$ cat src/rtl/qenc_pkg.sv
// qenc_pkg: shared types and constants for the Q-form encoded-word encoder
// no dependencies; imported by qenc_front, qenc_fifo, qenc_back and the top level
package qenc_pkg;

	// number of charset name bytes the registers hold
	localparam int CS_BYTES = 16;
	localparam int LEN_W    = 5;

	// line-length limits for folding
	localparam int FOLD_SOFT = 64;
	localparam int FOLD_HARD = 72;

	// body form of one text byte inside an encoded word
	localparam logic [1:0] KIND_PLAIN = 2'd0;
	localparam logic [1:0] KIND_UNDER = 2'd1;
	localparam logic [1:0] KIND_HEX   = 2'd2;

	// character codes
	localparam logic [7:0] CH_EQ    = 8'h3D;
	localparam logic [7:0] CH_QM    = 8'h3F;
	localparam logic [7:0] CH_UNDER = 8'h5F;
	localparam logic [7:0] CH_SPACE = 8'h20;
	localparam logic [7:0] CH_TAB   = 8'h09;
	localparam logic [7:0] CH_CR    = 8'h0D;
	localparam logic [7:0] CH_LF    = 8'h0A;
	localparam logic [7:0] CH_UQ    = 8'h51;
	localparam logic [7:0] CH_LQ    = 8'h71;

	// work descriptor from the classifier to the byte sequencer
	typedef struct packed {
		logic       pass;    // all-ascii text, byte goes out unchanged
		logic       prefix;  // open a new encoded word first
		logic [1:0] kind;    // body form
		logic       fold;    // close word and fold the line after the body
		logic       close;   // close the word at the end of text
		logic [7:0] ch;      // raw text byte
	} desc_t;

	// configuration seen by the datapath
	typedef struct packed {
		logic [8*CS_BYTES-1:0] charset;
		logic [LEN_W-1:0]      len;     // effective charset length, clamped
		logic                  upper;
	} cfg_t;

endpackage

$ cat src/rtl/qenc_front.sv
// qenc_front: accepts text bytes, tracks the high-byte note and line length,
// and turns each emit-pass byte into a work descriptor; depends on qenc_pkg
module qenc_front (
	input  logic               clk,
	input  logic               arst_n,
	input  qenc_pkg::cfg_t     cfg,
	input  logic               in_valid,
	output logic               in_ready,
	input  logic               op,
	input  logic [7:0]         text_byte,
	input  logic               final_byte,
	input  logic               q_full,
	output logic               q_push,
	output qenc_pkg::desc_t    q_desc
);
	import qenc_pkg::*;

	logic       saw_q;
	logic [6:0] lc_q;
	logic       accept;
	logic       special;
	logic       ws;
	logic [6:0] base;
	logic [6:0] lc1;
	logic       fold;
	logic [1:0] kind;

	assign in_ready = !q_full;
	assign accept   = in_valid && in_ready;
	assign q_push   = accept && op;

	// byte classes
	always_comb begin
		special = text_byte inside {8'h3D, 8'h3F, 8'h5F, 8'h28, 8'h29, 8'h5B, 8'h5D,
			8'h3C, 8'h3E, 8'h2C, 8'h3B, 8'h3A, 8'h2E, 8'h40};
		ws = (text_byte == CH_SPACE) || (text_byte == CH_TAB) ||
			(text_byte == CH_CR) || (text_byte == CH_LF);
		if (text_byte == CH_SPACE) begin
			kind = KIND_UNDER;
		end else if (special || text_byte <= CH_SPACE || text_byte >= 8'd127) begin
			kind = KIND_HEX;
		end else begin
			kind = KIND_PLAIN;
		end
	end

	// line length after this byte and the fold decision
	always_comb begin
		base = (lc_q == 7'd0) ? (7'(cfg.len) + 7'd5) : lc_q;
		lc1  = base + ((kind == KIND_HEX) ? 7'd3 : 7'd1);
		fold = (lc1 >= 7'(FOLD_SOFT) && ws) || (lc1 >= 7'(FOLD_HARD));
	end

	// descriptor for the sequencer
	always_comb begin
		q_desc.pass   = !saw_q;
		q_desc.prefix = (lc_q == 7'd0);
		q_desc.kind   = kind;
		q_desc.fold   = fold;
		q_desc.close  = final_byte && !fold;
		q_desc.ch     = text_byte;
	end

	// high-byte note and line length
	always_ff @(posedge clk or negedge arst_n) begin
		if (!arst_n) begin
			saw_q <= 1'b0;
			lc_q  <= 7'd0;
		end else if (accept) begin
			if (!op) begin
				if (text_byte > 8'd127) saw_q <= 1'b1;
			end else if (final_byte) begin
				saw_q <= 1'b0;
				lc_q  <= 7'd0;
			end else if (saw_q) begin
				lc_q <= fold ? 7'd0 : lc1;
			end
		end
	end

endmodule

$ cat src/rtl/qenc_fifo.sv
// qenc_fifo: short descriptor queue between the classifier and the sequencer
// depends on qenc_pkg for the descriptor type
module qenc_fifo #(
	parameter int DEPTH = 4
) (
	input  logic            clk,
	input  logic            arst_n,
	input  logic            push,
	input  qenc_pkg::desc_t wr_desc,
	output logic            full,
	input  logic            pop,
	output logic            head_valid,
	output qenc_pkg::desc_t head
);
	import qenc_pkg::*;

	localparam int PW = (DEPTH > 1) ? $clog2(DEPTH) : 1;
	localparam int CW = $clog2(DEPTH + 1);

	desc_t          mem_q [DEPTH];
	logic [PW-1:0]  wr_ptr_q;
	logic [PW-1:0]  rd_ptr_q;
	logic [CW-1:0]  count_q;

	assign full       = (count_q == CW'(DEPTH));
	assign head_valid = (count_q != '0);
	assign head       = mem_q[rd_ptr_q];

	// storage
	always_ff @(posedge clk) begin
		if (push) mem_q[wr_ptr_q] <= wr_desc;
	end

	// pointers and fill count
	always_ff @(posedge clk or negedge arst_n) begin
		if (!arst_n) begin
			wr_ptr_q <= '0;
			rd_ptr_q <= '0;
			count_q  <= '0;
		end else begin
			if (push) wr_ptr_q <= (wr_ptr_q == PW'(DEPTH - 1)) ? '0 : wr_ptr_q + 1'b1;
			if (pop)  rd_ptr_q <= (rd_ptr_q == PW'(DEPTH - 1)) ? '0 : rd_ptr_q + 1'b1;
			if (push && !pop) count_q <= count_q + 1'b1;
			else if (pop && !push) count_q <= count_q - 1'b1;
		end
	end

	// checks
	a_count_bound: assert property (@(posedge clk) disable iff (!arst_n)
		count_q <= CW'(DEPTH))
		else $error("queue count beyond depth");
	a_no_push_full: assert property (@(posedge clk) disable iff (!arst_n)
		full |-> !push)
		else $error("push into full queue");
	a_no_pop_empty: assert property (@(posedge clk) disable iff (!arst_n)
		pop |-> head_valid)
		else $error("pop from empty queue");

endmodule

$ cat src/rtl/qenc_back.sv
// qenc_back: byte sequencer that expands each descriptor into output bytes
// (pass, prefix, body, fold, close) into an output register; depends on qenc_pkg
module qenc_back (
	input  logic            clk,
	input  logic            arst_n,
	input  qenc_pkg::cfg_t  cfg,
	input  logic            head_valid,
	input  qenc_pkg::desc_t head,
	output logic            pop,
	output logic            out_valid,
	input  logic            out_ready,
	output logic [7:0]      out_byte,
	output logic            run_end
);
	import qenc_pkg::*;

	localparam logic [2:0] PH_PASS   = 3'd0;
	localparam logic [2:0] PH_PREFIX = 3'd1;
	localparam logic [2:0] PH_BODY   = 3'd2;
	localparam logic [2:0] PH_FOLD   = 3'd3;
	localparam logic [2:0] PH_CLOSE  = 3'd4;
	localparam logic [2:0] PH_DONE   = 3'd5;

	logic       active_q;
	logic [2:0] phase_q;
	logic [4:0] idx_q;
	logic       out_valid_q;
	logic [7:0] out_byte_q;
	logic       run_end_q;

	logic [2:0] cur_phase;
	logic [4:0] cur_idx;
	logic [2:0] next_phase;
	logic [3:0] cs_idx;
	logic [7:0] byte_d;
	logic       seg_last;
	logic       job_last;
	logic       load;
	logic       emit;

	function automatic logic [7:0] hex_digit(input logic [3:0] v);
		return (v < 4'd10) ? (8'h30 + 8'(v)) : (8'h37 + 8'(v));
	endfunction

	assign load = !out_valid_q || out_ready;
	assign emit = head_valid && load;
	assign pop  = emit && job_last;

	// current step of the head descriptor
	always_comb begin
		if (active_q) begin
			cur_phase = phase_q;
			cur_idx   = idx_q;
		end else begin
			cur_phase = head.pass ? PH_PASS : (head.prefix ? PH_PREFIX : PH_BODY);
			cur_idx   = '0;
		end
		cs_idx = 4'(cur_idx - 5'd2);
	end

	// byte for this step and end of segment
	always_comb begin
		byte_d   = head.ch;
		seg_last = 1'b0;
		case (cur_phase)
			PH_PASS: begin
				byte_d   = head.ch;
				seg_last = 1'b1;
			end
			PH_PREFIX: begin
				seg_last = (cur_idx == cfg.len + 5'd4);
				if (cur_idx == 5'd0) begin
					byte_d = CH_EQ;
				end else if (cur_idx == 5'd1) begin
					byte_d = CH_QM;
				end else if (cur_idx < cfg.len + 5'd2) begin
					byte_d = cfg.charset[{cs_idx, 3'b000} +: 8];
				end else if (cur_idx == cfg.len + 5'd3) begin
					byte_d = cfg.upper ? CH_UQ : CH_LQ;
				end else begin
					byte_d = CH_QM;
				end
			end
			PH_BODY: begin
				case (head.kind)
					KIND_UNDER: begin
						byte_d   = CH_UNDER;
						seg_last = 1'b1;
					end
					KIND_HEX: begin
						seg_last = (cur_idx == 5'd2);
						if (cur_idx == 5'd0) byte_d = CH_EQ;
						else if (cur_idx == 5'd1) byte_d = hex_digit(head.ch[7:4]);
						else byte_d = hex_digit(head.ch[3:0]);
					end
					default: begin
						byte_d   = head.ch;
						seg_last = 1'b1;
					end
				endcase
			end
			PH_FOLD: begin
				seg_last = (cur_idx == 5'd4);
				case (cur_idx)
					5'd0:    byte_d = CH_QM;
					5'd1:    byte_d = CH_EQ;
					5'd2:    byte_d = CH_CR;
					5'd3:    byte_d = CH_LF;
					default: byte_d = CH_SPACE;
				endcase
			end
			PH_CLOSE: begin
				seg_last = (cur_idx == 5'd1);
				byte_d   = (cur_idx == 5'd0) ? CH_QM : CH_EQ;
			end
			default: begin
				byte_d   = head.ch;
				seg_last = 1'b1;
			end
		endcase
	end

	// segment that follows the current one
	always_comb begin
		case (cur_phase)
			PH_PREFIX: next_phase = PH_BODY;
			PH_BODY:   next_phase = head.fold ? PH_FOLD : (head.close ? PH_CLOSE : PH_DONE);
			default:   next_phase = PH_DONE;
		endcase
		job_last = seg_last && (next_phase == PH_DONE);
	end

	// sequencer state
	always_ff @(posedge clk or negedge arst_n) begin
		if (!arst_n) begin
			active_q <= 1'b0;
			phase_q  <= PH_PASS;
			idx_q    <= '0;
		end else if (emit) begin
			if (job_last) begin
				active_q <= 1'b0;
			end else if (seg_last) begin
				active_q <= 1'b1;
				phase_q  <= next_phase;
				idx_q    <= '0;
			end else begin
				active_q <= 1'b1;
				phase_q  <= cur_phase;
				idx_q    <= cur_idx + 5'd1;
			end
		end
	end

	// output register
	always_ff @(posedge clk or negedge arst_n) begin
		if (!arst_n) begin
			out_valid_q <= 1'b0;
		end else if (load) begin
			out_valid_q <= emit;
		end
	end

	always_ff @(posedge clk) begin
		if (emit) begin
			out_byte_q <= byte_d;
			run_end_q  <= job_last;
		end
	end

	assign out_valid = out_valid_q;
	assign out_byte  = out_byte_q;
	assign run_end   = run_end_q;

	// checks
	a_active_has_head: assert property (@(posedge clk) disable iff (!arst_n)
		active_q |-> head_valid)
		else $error("sequencer active without a queued descriptor");
	a_pop_marks_end: assert property (@(posedge clk) disable iff (!arst_n)
		pop |=> out_valid_q && run_end_q)
		else $error("finished descriptor without end mark");
	a_pass_single: assert property (@(posedge clk) disable iff (!arst_n)
		emit && cur_phase == PH_PASS |-> job_last)
		else $error("pass-through byte not a single transfer");
	a_fold_no_close: assert property (@(posedge clk) disable iff (!arst_n)
		head_valid |-> !(head.fold && head.close))
		else $error("fold and close on the same byte");

endmodule

$ cat src/rtl/mime_q_encoded_word_encoder.sv
// Q-form encoded-word encoder, top level: register port, classifier, queue, sequencer.
// Each emit-pass byte goes through the descriptor queue and then the sequencer, which
// registers every output byte in its output register before out_valid shows it.
// The sequencer gives one output byte per cycle while a descriptor waits and out_ready
// holds; an emit-pass byte yields 1 or 3 body bytes, plus charset length + 5 bytes
// when a word opens, 5 on a fold and 2 on close. Scan-pass bytes are taken by the
// classifier and give no output; input stalls while the descriptor queue is full.
// Reset clears the high-byte note, line length, queue and registers to reset values.
module mime_q_encoded_word_encoder #(
	parameter int MAX_CHARSET_LEN = 16,
	parameter int QUEUE_DEPTH     = 4
) (
	input  logic        clk,
	input  logic        arst_n,
	input  logic        psel,
	input  logic        penable,
	input  logic        pwrite,
	input  logic [4:0]  paddr,
	input  logic [63:0] pwdata,
	output logic [63:0] prdata,
	output logic        pready,
	input  logic        in_valid,
	output logic        in_ready,
	input  logic        op,
	input  logic [7:0]  text_byte,
	input  logic        final_byte,
	output logic        out_valid,
	input  logic        out_ready,
	output logic [7:0]  out_byte,
	output logic        run_end
);
	import qenc_pkg::*;

	localparam logic [1:0] REG_CS_LOW  = 2'd0;
	localparam logic [1:0] REG_CS_HIGH = 2'd1;
	localparam logic [1:0] REG_CS_LEN  = 2'd2;
	localparam logic [1:0] REG_UPPER   = 2'd3;
	localparam int LenCap = (MAX_CHARSET_LEN < CS_BYTES) ? MAX_CHARSET_LEN : CS_BYTES;

	logic [63:0]      cs_low_q;
	logic [63:0]      cs_high_q;
	logic [LEN_W-1:0] cs_len_q;
	logic             upper_q;
	logic             wr_en;
	logic [1:0]       reg_idx;
	cfg_t             cfg;

	logic  q_push;
	logic  q_pop;
	logic  q_full;
	logic  q_head_valid;
	desc_t q_wr;
	desc_t q_head;

	assign pready  = 1'b1;
	assign reg_idx = paddr[4:3];
	assign wr_en   = psel && penable && pwrite && pready;

	// configuration registers
	always_ff @(posedge clk or negedge arst_n) begin
		if (!arst_n) begin
			cs_low_q  <= '0;
			cs_high_q <= '0;
			cs_len_q  <= '0;
			upper_q   <= 1'b1;
		end else if (wr_en) begin
			case (reg_idx)
				REG_CS_LOW:  cs_low_q  <= pwdata;
				REG_CS_HIGH: cs_high_q <= pwdata;
				REG_CS_LEN:  cs_len_q  <= pwdata[LEN_W-1:0];
				REG_UPPER:   upper_q   <= pwdata[0];
				default:     upper_q   <= upper_q;
			endcase
		end
	end

	// register read
	always_comb begin
		case (reg_idx)
			REG_CS_LOW:  prdata = cs_low_q;
			REG_CS_HIGH: prdata = cs_high_q;
			REG_CS_LEN:  prdata = 64'(cs_len_q);
			REG_UPPER:   prdata = 64'(upper_q);
			default:     prdata = '0;
		endcase
	end

	// datapath view of the configuration, charset length clamped
	always_comb begin
		cfg.charset = {cs_high_q, cs_low_q};
		cfg.len     = (cs_len_q > LEN_W'(LenCap)) ? LEN_W'(LenCap) : cs_len_q;
		cfg.upper   = upper_q;
	end

	qenc_front u_front (
		.clk        (clk),
		.arst_n     (arst_n),
		.cfg        (cfg),
		.in_valid   (in_valid),
		.in_ready   (in_ready),
		.op         (op),
		.text_byte  (text_byte),
		.final_byte (final_byte),
		.q_full     (q_full),
		.q_push     (q_push),
		.q_desc     (q_wr)
	);

	qenc_fifo #(
		.DEPTH (QUEUE_DEPTH)
	) u_fifo (
		.clk        (clk),
		.arst_n     (arst_n),
		.push       (q_push),
		.wr_desc    (q_wr),
		.full       (q_full),
		.pop        (q_pop),
		.head_valid (q_head_valid),
		.head       (q_head)
	);

	qenc_back u_back (
		.clk        (clk),
		.arst_n     (arst_n),
		.cfg        (cfg),
		.head_valid (q_head_valid),
		.head       (q_head),
		.pop        (q_pop),
		.out_valid  (out_valid),
		.out_ready  (out_ready),
		.out_byte   (out_byte),
		.run_end    (run_end)
	);

endmodule
$ cat config.mk
export PLATFORM = sky130hd
export DESIGN_NAME = mime_q_encoded_word_encoder
export DESIGN_NICKNAME = d
export VERILOG_FILES = /design/src/rtl/qenc_pkg.sv /design/src/rtl/qenc_front.sv /design/src/rtl/qenc_fifo.sv /design/src/rtl/qenc_back.sv /design/src/rtl/mime_q_encoded_word_encoder.sv
export SDC_FILE = /design/constraint.sdc
export NUM_CORES = 1
export LEC_CHECK = 0
export BUFFER_PORTS_ARGS = -buffer_cell sky130_fd_sc_hd__clkbuf_2
export CORE_ASPECT_RATIO = 1.2
export CORE_MARGIN = 2
export CORE_UTILIZATION = 40
export CTS_CLUSTER_DIAMETER = 200
export DETAILED_ROUTE_END_ITERATION = 6
export HOLD_SLACK_MARGIN = 0.05
export PLACE_DENSITY_LB_ADDON = 0.2
export SYNTH_ARGS = -nofsm -noshare
export SYNTH_HDL_FRONTEND = slang
export SYNTH_SLANG_ARGS = --single-unit
$ cat constraint.sdc
create_clock -name clk -period 10.45 [get_ports clk]
set_input_delay 1.5675 -clock clk [delete_from_list [all_inputs] [get_ports clk]]
set_output_delay 1.5675 -clock clk [all_outputs]
set_load 0.005 [all_outputs]
[After elaboration in Yosys (flattened, before gate mapping)]
Memories as Yosys holds them, arrays and structs flattened.
Cells that the tools add are included.
Word-level totals
  output and inout port bits: 76
  flip-flop bits (word level): 168
  input bits: 86
  bits in writable memories: 56
  memories kept: 1
Memories
  u_fifo.mem_q: words 4, bits a word 14, rd ports 1, clocked after memory_dff 0, write ports 1, RTL line qenc_fifo.sv:20  | desc_t mem_q [DEPTH];
Operators by class
  reduce and logical (&&, ||, !) cells: 39
  shift operators: 1
  muxes and demuxes: 43
  bitwise gates (word level): 1
  add/sub/neg operators: 15
  magnitude comparators: 9
  equality and inequality tests: 39
Operators with widths (count)
  $pmux W64 S4: 1
  $shiftx A128 B8 Y8: 1
  $eq A8 B6 Y1 const B: 11
  $mux W8: 8
  $eq A8 B7 Y1 const B: 4
  $pmux W8 S4: 1
  $add A6 B4 Y7 const A: 4
  $mux W7: 4
  $eq A8 B4 Y1 const B: 3
  $pmux W6 S4: 1
  $mux W3: 6
  $pmux W8 S2: 1
  $mux W5: 3
  $ge A7 B7 Y1 const B: 2
  $mux W2: 7
  $reduce_bool A14 Y1: 1
  $eq A2 B2 Y1 const B: 6
  $logic_and A1 B1 Y1: 11
  $add A5 B2 Y5 const B: 2
  $eq A5 B2 Y1 const B: 2
  $eq A5 B5 Y1: 2
  $reduce_and A2 Y1: 5
  $eq A3 B3 Y1 const B: 3
  $ge A8 B7 Y1 const B: 1
  other kinds (32): 57

[Depth between registers and ports, before layout]
Gate-level depths: netlist of the first run.
  depth after elaboration: 15
  gate-level depth with buffers: 19
  mapped depth without buffers: 16

[Cells and area by module]
From an unflattened synthesis of the first run, not the netlist that was laid out.
Unflattened totals
  cells, all modules: 1131
  area total of the unflattened synthesis: 13073.8 µm²
Modules (own cells, without submodules)
  mime_q_encoded_word_encoder: instances 1, cells an instance 442, area each 6088.3 µm², seq. area each 3354.5 µm²
  qenc_back: instances 1, cells an instance 446, area each 3453.3 µm², seq. area each 520.5 µm²
  qenc_fifo: instances 1, cells an instance 110, area each 2469.9 µm², seq. area each 1856.8 µm²
  qenc_front: instances 1, cells an instance 133, area each 1062.3 µm², seq. area each 200.2 µm²

[Worst setup path after synthesis of the first run]
No wires, ideal clock.
  kind: input port to output port
  start: in paddr[3]
  end: out prdata[10]
  path slack: 6.008 ns
  buffers on the path: 3
  arrival: 2.875 ns
  stages on the path: 5
  path through: clkbuf_1 clkbuf_1 buf_1 mux2i_1 nor2_1
On the way
  longest elaborated chain between the ends: 2
  elaborated cells on any way between the ends: 5
  classes of those cells: eq/ne (3); mux (1); reduce/logical (1)
Ends and longest elaborated chain
  start, declared: RTL line mime_q_encoded_word_encoder.sv:18  | input logic [4:0] paddr,
  $eq A2 B2 Y1, or another cell as far along: RTL line mime_q_encoded_word_encoder.sv:79  | case (reg_idx)
  $pmux W64 S4 *: RTL line mime_q_encoded_word_encoder.sv:79
  end, declared: RTL line mime_q_encoded_word_encoder.sv:20  | output logic [63:0] prdata,
Every way passes the cells marked *; elsewhere a longest branch is shown, timed or not.

[Worst setup path in the final report of the first run]
  start: in paddr[3]
  end: out prdata[0]
Same word-level chain as after synthesis.

==> results by group, run 1 <==
Route
  • First DRT Iteration DRCs: 498
  • Vias/cell: 5.59
  • Total Wirelength: 33000 µm
  • Pre-antenna DRT Iters: 4
  • Via Count: 9257
  • Antenna Nets Post-Route: 0
  • Drt drc: 0
  • WL per Instance: 19.9 µm

Power and ir drop
  • Internal power: 2.47 mW
  • Total power: 3.99 mW
  • Max VDD drop: 0.000148 V
  • Clock network fraction of total power: 24.3%
  • Combinational power share: 42.4%
  • Power Density: 273 mW/mm²
  • Net Switching: 1.52 mW
  • Sequential Power Share: 33.3%
  • Static Leak: 6.36 nW
  • Switching Fraction: 38.1%

Timing
  • Max-slew violations: 0
  • RSZ-0062 raised after global routing: no
  • Period utilization: 47.9%
  • Setup TNS: 0 ns
  • Clock Skew: 0.0105 ns
  • Slew headroom: 29.7%
  • Post-layout min period: 5.01 ns
  • Hold Vio Cnt, Final: 0
  • Worst Max-Slew Pin Slew: 1.05 ns
  • Setup-failing EPs final: 0
  • Peak Freq: 0.200 GHz

Floorplanning
  • Core region area: 0.0311 mm²
  • Die Span Y: 198 µm
  • Boundary Pins: 162
  • Std cell rows: 71
  • Initial Util: 40.4%
  • Die ar.: 0.0328 mm²
  • Die width: 166 µm

Setup path
  • R2r setup slk: 6.34 ns
  • CP required: 8.88 ns
  • Cell Chain, Critical Path: buf_4 -> buf_4 -> mux4_2 -> clkbuf_2
  • Critical Path Fanout Max: 49
  • Crit path DAT: 3.44 ns
  • Crit end category: output pin
  • CP Launch Type: primary input
  • CP Class: primary input to output pin
  • Most used cell, CP: buf_4
  • Crit-path max cell delay: 0.77 ns
  • Slowest stage cell, crit path: buf_4

Clock network
  • Total clock sinks: 224
  • Clk pin slew, worst setup/hold paths: 0.06 ns
  • CTS Buf Count: 25
  • CTS Hold Buffers Added: 0
  • H-tree lvl count: 1
  • Setup Buffers After CTS: 0
  • CTS tree: built
  • Cts repair resizes: 0
  • Root Driver: clkbuf_16
  • Worst skew pair latency: 0.53 ns
  • Clock buffer depth: 3

Synth
  • Post-Syn Nets: 1218
  • Yosys warns: 0
  • Cells after synthesis: 1101
  • Cell Area, Synth: 0.0125 mm²
  • Seq/Total Area, Yosys: 47.3%
  • Synth Area in Adders: 3.21%
  • Simple-gate share of the synthesized area: 10.9%
  • Largest family of logic cells by synthesized area: multiplexers
  • Syn_area_per_cell: 11.4 µm²
  • Fraction of registers with async set/reset: 71.0%
  • Compound-gate portion of the synthesized area: 10.6%
  • Main synth FF type: dfrtp_1
  • Yosys reg bits: 224
  • Mux cell area share after synthesis: 23.4%
  • Post-synth EDFFs: 65
  • Yosys cell types: 85
  • Xor-xnor portion of the synthesized cell area: 1.26%

Global routing
  • Largest net degree at the start of global routing: 83
  • Grt ovf: 0
  • Global-route wire length before repair: 52800 µm
  • Vias in the first global route: 9258
  • Tot GR Track Use: 20.0%
  • Initial antenna violation count: 0

Finish
  • Multi-input logic area: 0.00619 mm²
  • Area growth, synth to finish: 16.5%
  • Share of cells above drive strength 1: 31.7%
  • FF/Latch Area: 0.00593 mm²
  • N_diodes: 0
  • Fin nets: 1352
  • Most frequent cells in the layout: dfrtp_1 (158), clkbuf_2 (155), mux2_2 (137)
  • Final Util: 47.0%
  • Most common cell after layout, fill and taps aside: dfrtp_1
  • Fill count: 2931

Min path
  • Type of the worst min-delay path: flop to flop

Outcome
  • Status: finished clean

Placement
  • Hpwl dp: 22900 µm
  • GPL Wtd Cong: 0.880
  • PortBufs: 157

Flow run
  • Max cap viols: 0
[layer usage]
metal  global-route usage [%]  part of all wire [%]  wire, µm
met1                     26.6                    44     14500
met3                     2.64                   4.6      1520
met4                     5.12                   2.3       764
met5                        0                     0         0
met2                     34.6                    49     16200
[worst max-delay path: cells and delay by family]
family / cells / cell delay (ns)
muxes: 1 / 0.59
buffers and inverters: 3 / 1.25
[state kept, by name, summed over array words and instances (netlist names)]
register          count
cs_len_q              5
u_back.active_q       1
u_front.lc_q          7
upper_q               1
u_back.out_byte       8
u_back.idx_q          5
u_fifo.count_q        3
u_back.phase_q        3
u_back.out_valid      1
cs_high_q            64
u_fifo.wr_ptr_q       2
cs_low_q             64
u_fifo.mem_q         56
u_back.run_end        1
u_fifo.rd_ptr_q       2
u_front.saw_q         1
[final timing paths]
path / startpoint / endpoint / cells after the start
setup / recovery: paddr[3] / prdata[0] / 4
hold / removal: u_fifo.count_q[2]$_DFFE_PN0P_ / u_fifo.count_q[2]$_DFFE_PN0P_ / 1
setup reg to reg: u_back.active_q$_DFFE_PN0P_ / u_fifo.count_q[1]$_DFFE_PN0P_ / 15
hold reg to reg: u_fifo.count_q[2]$_DFFE_PN0P_ / u_fifo.count_q[2]$_DFFE_PN0P_ / 1
max in group asynchronous: arst_n / cs_high_q[52]$_DFFE_PN0P_ / 2
min in group asynchronous: arst_n / cs_high_q[62]$_DFFE_PN0P_ / 1
[final cells by class]
class,count,share of cell area [%]
clock inverters,11,1.26
multi-input cells,769,42.4
clock buffers,35,5.02
flip-flops and latches,224,40.6
well taps,401,3.43
repair buffers,173,6.26
inverters,42,1.08
[metrics by stage]
| step | instance area, µm² | hold slack, ns | std cells | setup WS [ns] |
|---|---|---|---|---|
| after global routing | 14600 | 0.512 | 1655 | 5.36 |
| after CTS | 14600 | 0.498 | 1655 | 5.42 |
| final | 14600 | 0.491 | 1655 | 5.44 |
| after detailed placement | 13700 | 0.487 | 1609 | 5.43 |
| after floorplan | 12500 | 0.464 | 1101 | 6.01 |
| after global placement | 13700 | 0.480 | 1609 | 5.42 |
[kinds of logic (layout without fill, tap and decap cells)]
logic type	count (synthesis)	after routing
flops	224	224
mux	245	245
other cells	1	1
simple gates	286	286
compound gates	188	188
xor+xnor	18	18
fa+ha+maj	31	31
buf+inv	108	261
[Yosys cell counts (6+ instances only)]
cell | count | area (µm²)
a211oi_1 | 13 | 97.6
a21oi_1 | 33 | 165
a311oi_1 | 10 | 87.6
a31oi_1 | 12 | 75.1
a32o_1 | 6 | 60.1
and2_1 | 10 | 62.6
buf_1 | 13 | 48.8
buf_2 | 7 | 35.0
clkbuf_1 | 44 | 165
dfrtp_1 | 158 | 3950
edfxtp_1 | 65 | 1950
ha_1 | 29 | 363
inv_1 | 41 | 154
mux2_2 | 137 | 1540
mux2i_1 | 83 | 831
mux4_2 | 25 | 563
nand2_1 | 91 | 342
nand2b_1 | 6 | 37.5
nand3_1 | 15 | 75.1
nor2_1 | 93 | 349
nor2b_1 | 16 | 100
nor3_1 | 16 | 80.1
o21a_1 | 6 | 45.0
o21ai_0 | 32 | 160
xnor2_1 | 13 | 114
[power by group through the flow]
stage	Sequential (mW)	Clock [mW]	Combinational [mW]
floorplan	1.25	0	1.24
global placement	1.34	0	1.67
detailed placement	1.34	0	1.68
CTS	1.33	0.988	1.69
global route	1.36	1.03	1.88
finish	1.33	0.970	1.69
(Power assumes the default switching activity.)
==> run 2, diff against run 1 <==
--- a/config.mk
+++ b/config.mk
@@ -5,6 +5,7 @@
 export SDC_FILE = /design/constraint.sdc
 export NUM_CORES = 1
 export LEC_CHECK = 0
+export ABC_AREA = 1
 export BUFFER_PORTS_ARGS = -buffer_cell sky130_fd_sc_hd__clkbuf_2
 export CORE_ASPECT_RATIO = 1.2
 export CORE_MARGIN = 2
==> constraint.sdc (replaced) <==
create_clock -name clk -period 4.3 [get_ports clk]
set_input_delay 0.645 -clock clk [delete_from_list [all_inputs] [get_ports clk]]
set_output_delay 0.645 -clock clk [all_outputs]
set_load 0.005 [all_outputs]
==> run 2 against run 1 <==
Compared with the run above:
- sequential share of layout area is 0.41 points higher
- first-iteration DRC count is 82% higher
- clock-buffer cell count stayed put
- critical path type is now flop to flop
- critical endpoint is now u_fifo.count_q[2]$_DFFE_PN0P_
- utilization is 0.19 points higher
- via count is 22% higher
- synthesized area is 0.34% lower
==> results by group, run 2 <==
Setup path
  • Crit end category: flop
  • R2r setup slk: 0.86 ns (-5.48 ns)
  • Slowest stage cell, crit path: fa_1
  • Crit path DAT: 3.84 ns (+0.40 ns)
  • Top delay family on crit path: adder cells
  • CP Class: flop to flop
  • Worst Setup SP: u_fifo.rd_ptr_q[0]$_DFFE_PN0P_
  • R2R depth: 16 (+1)
  • Worst Path Buf+Inv: 3 (unchanged)
  • Crit-path max cell delay: 0.39 ns (-0.38 ns)
  • Critical Path Fanout Max: 28 (-43%)
  • CP required: 4.71 ns (-4.17 ns)
  • CP Launch Type: flop
  • FF-to-FF Start: u_fifo.rd_ptr_q[0]$_DFFE_PN0P_
  • Cell Chain, Critical Path: inv_2 -> nand2_1 -> a32oi_1 -> ha_1 -> inv_1 -> nor2_1 -> nor3_2 -> nor2_4 -> nand2_4 -> nand3_2 -> ha_1 -> inv_1 -> fa_1 -> a21oi_1 -> o21ai_0 -> xor2_1
  • Crit Reg-Reg Endpoint: u_fifo.count_q[2]$_DFFE_PN0P_

Placement
  • GPL Wtd Cong: 0.912 (+3.7%)
  • PortBufs: 157 (unchanged)
  • Area post-placement: 0.0137 mm² (-0.36%)
  • Pre-CTS setup slack: 0.889 ns (-4.54 ns)
  • Hpwl dp: 27100 µm (+19%)

Clock network
  • CTS Hold Buffers Added: 0 (unchanged)
  • Clock buffer depth: 3 (unchanged)
  • CTS tree: built
  • CTS Buf Count: 24 (-4.0%)
  • H-tree lvl count: 1 (unchanged)
  • Clk pin slew, worst setup/hold paths: 0.06 ns (about the same)
  • Cts repair resizes: 0 (unchanged)
  • Root Driver: clkbuf_16
  • Setup Buffers After CTS: 0 (unchanged)
  • Worst skew pair latency: 0.54 ns (about the same)
  • Total clock sinks: 224 (unchanged)

Global routing
  • Initial antenna violation count: 2 (+2)
  • Vias in the first global route: 10600 (+15%)
  • Tot GR Track Use: 23.4% (+3.4 points)
  • Largest net degree at the start of global routing: 85 (+2.4%)
  • Grt ovf: 0 (unchanged)
  • Global-route wire length before repair: 59400 µm (+12%)

Route
  • Pre-antenna DRT Iters: 6 (+2)
  • WL per Instance: 18.0 µm (-9.6%)
  • First DRT Iteration DRCs: 905 (+82%)
  • Via Count: 11300 (+22%)
  • Vias/cell: 5.27 (-5.7%)
  • Total Wirelength: 38500 µm (+17%)
  • Antenna Nets Post-Route: 0 (unchanged)
  • Drt drc: 0 (unchanged)

Power and ir drop
  • Power Density: 640 mW/mm² (+130%)
  • Net Switching: 4.02 mW (+160%)
  • Sequential Power Share: 32.6% (-0.7 points)
  • Static Leak: 7.17 nW (+13%)
  • Switching Fraction: 43.3% (+5.3 points)
  • Clock network fraction of total power: 23.0% (-1.3 points)
  • Combinational power share: 44.4% (+2.0 points)
  • Max VDD drop: 0.000452 V (+210%)
  • Internal power: 5.25 mW (+110%)

Synth
  • Cell Area, Synth: 0.0125 mm² (-0.34%)
  • Most common cell in the synthesized netlist: nand2_1
  • Yosys reg bits: 224 (unchanged)
  • Post-synth EDFFs: 65 (unchanged)
  • Synth cell count leaders: nand2_1 (450), o21ai_0 (231), inv_1 (206)
  • Yosys top cell by area: dfrtp_1
  • Main synth FF type: dfrtp_1
  • Cells after synthesis: 1590 (+44%)
  • Yosys warns: 0 (unchanged)
  • Synth top area share: 31.6% (+0.11 points)
  • Syn_area_per_cell: 7.86 µm² (-31%)
  • Ranking of synthesized cells by area: dfrtp_1 (32%), edfxtp_1 (16%), nand2_1 (14%)
  • Post-Syn Nets: 1707 (+40%)
  • Seq/Total Area, Yosys: 47.4% (+0.16 points)
  • Fraction of registers with async set/reset: 71.0% (unchanged)
  • Yosys cell types: 56 (-34%)

Timing
  • Hold Vio Cnt, Final: 0 (unchanged)
  • Setup-failing EPs final: 0 (unchanged)
  • Slew headroom: 34.8% (+5.1 points)
  • Peak Freq: 0.291 GHz
  • Post-layout min period: 3.44 ns
  • Worst setup margin: 0.863 ns (-4.58 ns)
  • Worst Max-Slew Pin Slew: 0.977 ns (-0.0770 ns)
  • Hold Slack: 0.117 ns (-0.374 ns)
  • Max-slew violations: 0 (unchanged)
  • Period utilization: 79.9%
  • Clock Skew: 0.0214 ns (+0.0109 ns)
  • RSZ-0062 raised after global routing: no
  • Setup TNS: 0 ns (unchanged)

Floorplanning
  • Boundary Pins: 162 (unchanged)
  • Core region area: 0.0307 mm² (-1.4%)
  • Die width: 165 µm (-0.16%)
  • Std cell rows: 70 (-1.4%)
  • Die ar.: 0.0327 mm² (-0.33%)
  • Die Span Y: 198 µm (-0.16%)
  • Initial Util: 40.8% (+0.44 points)

Finish
  • Most common cell after layout, fill and taps aside: nand2_1
  • Fin nets: 1838 (+36%)
  • Share of cells above drive strength 1: 15.9% (-16 points)
  • Top flop regs: cs_high_q (64), cs_low_q (64), u_fifo.mem_q (56)
  • Fill count: 3079 (+5.0%)
  • Most frequent cells in the layout: nand2_1 (448), o21ai_0 (231), inv_1 (206)
  • Post-route cell area: 0.0145 mm² (-1.0%)
  • Area growth, synth to finish: 15.7%

Min path
  • Type of the worst min-delay path: primary input to asynchronous set/reset pin

Flow run
  • Max cap viols: 0 (unchanged)

Outcome
  • Status: finished clean
[run 2: how the worst max path moves through the flow]
| stage | slack (ns) | end | depth (start not counted) |
|---|---|---|---|
| floorplan | 1.27 | u_fifo.count_q[2]$_DFFE_PN0P_ | 18 |
| global placement | 0.89 | u_fifo.count_q[2]$_DFFE_PN0P_ | 16 |
| detailed placement | 0.89 | u_fifo.count_q[1]$_DFFE_PN0P_ | 16 |
| CTS | 0.85 | u_fifo.count_q[2]$_DFFE_PN0P_ | 16 |
| global route | 0.58 | u_fifo.count_q[2]$_DFFE_PN0P_ | 16 |
| finish | 0.86 | u_fifo.count_q[2]$_DFFE_PN0P_ | 16 |
[run 2: metrics by stage]
step | util (%) | total power [mW] | cells
2_1_floorplan | - | 5.86 | 1590
3_3_place_gp | 44.5 | 7.10 | 2091
3_5_place_dp | 44.5 | 7.15 | 2091
4_1_cts | 47.2 | 9.29 | 2134
5_1_grt | 47.2 | 9.96 | 2135
6_report | 47.2 | 9.27 | 2136
[run 2: area by class of cell]
class                      count  area, µm²  share of cell area [%]
clock inverter                 8       91.3                   0.631
timing repair buffer         179        957                    6.61
clock buffer                  35        723                    5.00
inverter                     220        826                    5.71
antenna                        2       5.00                  0.0346
tap                          396        495                    3.42
multi-input combinational   1072       5440                    37.6
sequential                   224       5930                    41.0
[run 2: logic make-up (layout without fill, tap and decap cells)]
group                      count (synthesis)  count (layout)  synth area share (%)
AOI/OAI and AO/OA                        375             375                  16.9
other                                      1               3                0.0300
DFF                                      224             224                  47.4
adders and majority gates                 31              31                  3.22
xor gates and xnor gates                  13              13                 0.971
buffers and inverters                    294             442                  9.26
and+or+nand+nor                          652             652                  22.2
[run 2: layer usage]
layer	wire length [µm]	global-route usage (%)
met1	16100	31.0
met2	18900	39.3
met3	2230	2.92
met4	1290	8.46
met5	0	0
[run 2: power by group through the flow]
| stage | Clock, mW | Combinational (mW) | Sequential, mW |
|---|---|---|---|
| after global routing | 2.24 | 4.64 | 3.08 |
| after floorplan | 0 | 2.89 | 2.97 |
| after global placement | 0 | 4.05 | 3.05 |
| after detailed placement | 0 | 4.09 | 3.06 |
| final | 2.13 | 4.12 | 3.02 |
| after CTS | 2.16 | 4.12 | 3.02 |
==> run 3, diff against run 2 <==
==> constraint.sdc (replaced) <==
create_clock -name clk -period 3.6 [get_ports clk]
set_input_delay 0.54 -clock clk [delete_from_list [all_inputs] [get_ports clk]]
set_output_delay 0.54 -clock clk [all_outputs]
set_load 0.005 [all_outputs]
==> run 3 against run 2 <==
Compared with the run above:
- highest routed layer is now met5
- critical endpoint unchanged
- utilization is 0.36 points higher
- via count is 0.14% higher
- non-clock buffer count is 8 higher
- sequential share of layout area is 0.31 points lower
- critical path depth is 3 higher
==> results by group, run 3 (same netlist as run 2, synthesis figures left out) <==
Timing
  • Clock Skew: 0.0137 ns (-0.00768 ns)
  • Setup-failing EPs final: 0 (unchanged)
  • Worst Max-Slew Pin Slew: 1.14 ns (+0.159 ns)
  • Hold Vio Cnt, Final: 0 (unchanged)
  • Period utilization: 89.9% (+10 points)
  • RSZ-0062 raised after global routing: no
  • Peak Freq: 0.309 GHz (+6.2%)
  • Setup TNS: 0 ns (unchanged)
  • Max-slew violations: 0 (unchanged)
  • Worst setup margin: 0.363 ns (-0.500 ns)
  • Slew headroom: 24.2% (-11 points)
  • Post-layout min period: 3.24 ns (-0.200 ns)

Setup path
  • Crit path DAT: 3.65 ns (-0.19 ns)
  • Crit Reg-Reg Endpoint: u_fifo.count_q[2]$_DFFE_PN0P_
  • R2R depth: 19 (+3)
  • CP required: 4.01 ns (-0.70 ns)
  • CP Launch Type: flop
  • FF-to-FF Start: cs_len_q[3]$_DFFE_PN0P_
  • CP Class: flop to flop
  • R2r setup slk: 0.36 ns (-0.50 ns)
  • Critical Path Fanout Max: 9 (-68%)
  • Crit end category: flop

Finish
  • Area growth, synth to finish: 16.6%
  • Fill count: 3092 (+0.42%)
  • Share of cells above drive strength 1: 16.1% (+0.25 points)
  • Final Util: 47.6% (+0.36 points)
  • Top flop regs: cs_high_q (64), cs_low_q (64), u_fifo.mem_q (56)
  • Most common cell after layout, fill and taps aside: nand2_1
  • Fin nets: 1847 (+0.49%)
  • Most frequent cells in the layout: nand2_1 (448), o21ai_0 (231), inv_1 (206)
  • Fin cells: 2146 (+0.47%)

Floorplanning
  • Core region area: 0.0307 mm² (unchanged)
  • Std cell rows: 70 (unchanged)
  • Die width: 165 µm (unchanged)
  • Die Span Y: 198 µm (unchanged)
  • Die ar.: 0.0327 mm² (unchanged)
  • Initial Util: 40.8% (unchanged)
  • Boundary Pins: 162 (unchanged)

Clock network
  • H-tree lvl count: 1 (unchanged)
  • CTS Hold Buffers Added: 1 (+1)
  • Root Driver: clkbuf_16
  • Cts repair resizes: 0 (unchanged)
  • Total clock sinks: 224 (unchanged)
  • Setup Buffers After CTS: 0 (unchanged)
  • Clk pin slew, worst setup/hold paths: 0.06 ns (about the same)
  • CTS tree: built
  • CTS Buf Count: 25 (+4.2%)
  • Worst skew pair latency: 0.54 ns (about the same)
  • Clock buffer depth: 3 (unchanged)

Power and ir drop
  • Net Switching: 4.83 mW (+20%)
  • Power Density: 769 mW/mm² (+20%)
  • Sequential Power Share: 32.2% (-0.4 points)
  • Static Leak: 7.24 nW (+0.94%)
  • Combinational power share: 44.4% (about the same)
  • Max VDD drop: 0.000388 V (-14%)
  • Switching Fraction: 43.1% (-0.27 points)
  • Clock network fraction of total power: 23.4% (+0.4 points)
  • Internal power: 6.38 mW (+22%)

Route
  • Total Wirelength: 38600 µm (+0.33%)
  • Via Count: 11300 (+0.14%)
  • Vias/cell: 5.26 (-0.32%)
  • First DRT Iteration DRCs: 999 (+10%)
  • Drt drc: 0 (unchanged)
  • Antenna Nets Post-Route: 0 (unchanged)
  • WL per Instance: 18.0 µm (-0.14%)
  • Pre-antenna DRT Iters: 6 (unchanged)

Min path
  • Hold_sp: out_ready
  • Type of the worst min-delay path: primary input to flop
  • Hold Path Stages: 2
  • Hold worst-path end: u_back.out_valid$_DFFE_PN0N_

Global routing
  • Largest net degree at the start of global routing: 70 (-18%)
  • Grt ovf: 0 (unchanged)
  • Initial antenna violation count: 3 (+1)
  • Tot GR Track Use: 23.8% (+0.42 points)
  • Vias in the first global route: 10900 (+3.0%)
  • Global-route wire length before repair: 60300 µm (+1.4%)

Placement
  • GPL Wtd Cong: 0.922 (+1.1%)
  • Pre-CTS setup slack: 0.356 ns (-0.532 ns)
  • PortBufs: 157 (unchanged)
  • Hpwl dp: 27700 µm (+2.0%)
  • # placed instances: 2098 (+0.33%)

Flow run
  • Max cap viols: 0 (unchanged)

Outcome
  • Status: finished clean
## run 3: area by class of cell
class	instances	area (µm²)	area share (%)
clock inverters	7	103	0.704
well taps	396	495	3.40
multi-input cells	1072	5440	37.3
repair buffers	187	1040	7.17
clock buffers	38	734	5.04
inverters	220	826	5.66
diodes	2	5.00	0.0343
flip-flops and latches	224	5930	40.7
## run 3: power by group through the flow
stage          clock network, mW  registers, mW  logic [mW]
3_5_place_dp                   0           3.65        4.95
3_3_place_gp                   0           3.64        4.88
2_1_floorplan                  0           3.55        3.45
6_report                    2.62           3.61        4.98
5_1_grt                     2.78           3.68        5.59
4_1_cts                     2.68           3.61        4.98
## run 3: worst max-delay path by stage
stage | cells after the start | startpoint | endpoint | slack [ns]
floorplan | 18 | u_fifo.rd_ptr_q[0]$_DFFE_PN0P_ | u_fifo.count_q[2]$_DFFE_PN0P_ | 0.57
global placement | 19 | cs_len_q[3]$_DFFE_PN0P_ | u_fifo.count_q[2]$_DFFE_PN0P_ | 0.40
detailed placement | 19 | cs_len_q[3]$_DFFE_PN0P_ | u_fifo.count_q[2]$_DFFE_PN0P_ | 0.36
CTS | 19 | cs_len_q[0]$_DFFE_PN0P_ | u_fifo.count_q[2]$_DFFE_PN0P_ | 0.35
global route | 19 | cs_len_q[2]$_DFFE_PN0P_ | u_fifo.count_q[2]$_DFFE_PN0P_ | 0.02
finish | 19 | cs_len_q[3]$_DFFE_PN0P_ | u_fifo.count_q[2]$_DFFE_PN0P_ | 0.36
## run 3: critical path, stage by stage, from the launching register on
cell and delay (ns):
dfrtp_1 0.43, nor2_1 0.12, nand2_1 0.06, nand2_1 0.10, nand2_1 0.14, inv_1 0.14
ha_1 0.25, xor2_1 0.16, nand2_1 0.08, xor2_1 0.13, inv_1 0.06, nand4_2 0.14
nand2_4 0.12, nand3_2 0.17, ha_1 0.17, inv_1 0.06, fa_1 0.38, a21oi_1 0.15
o21ai_0 0.11, xor2_1 0.15
## run 3: through the flow
step	area, µm²	hold WS, ns	power (mW)
floorplan	12500	0.244	7.00
global placement	13700	0.466	8.51
detailed placement	13700	0.472	8.60
CTS	14600	0.201	11.3
global route	14600	0.244	12.1
finish	14600	0.213	11.2
## run 3: per-layer routing
layer  part of all wire (%)  global-route usage, %  up-vias  wire (µm)
met5                  0.034                      0        -         13
met4                    3.5                   8.11        2       1330
met3                    5.7                   3.15       74       2220
met2                     49                   40.7      391      19000
met1                     41                   31.0     5313      16000
li1                       -                      -     5499          -
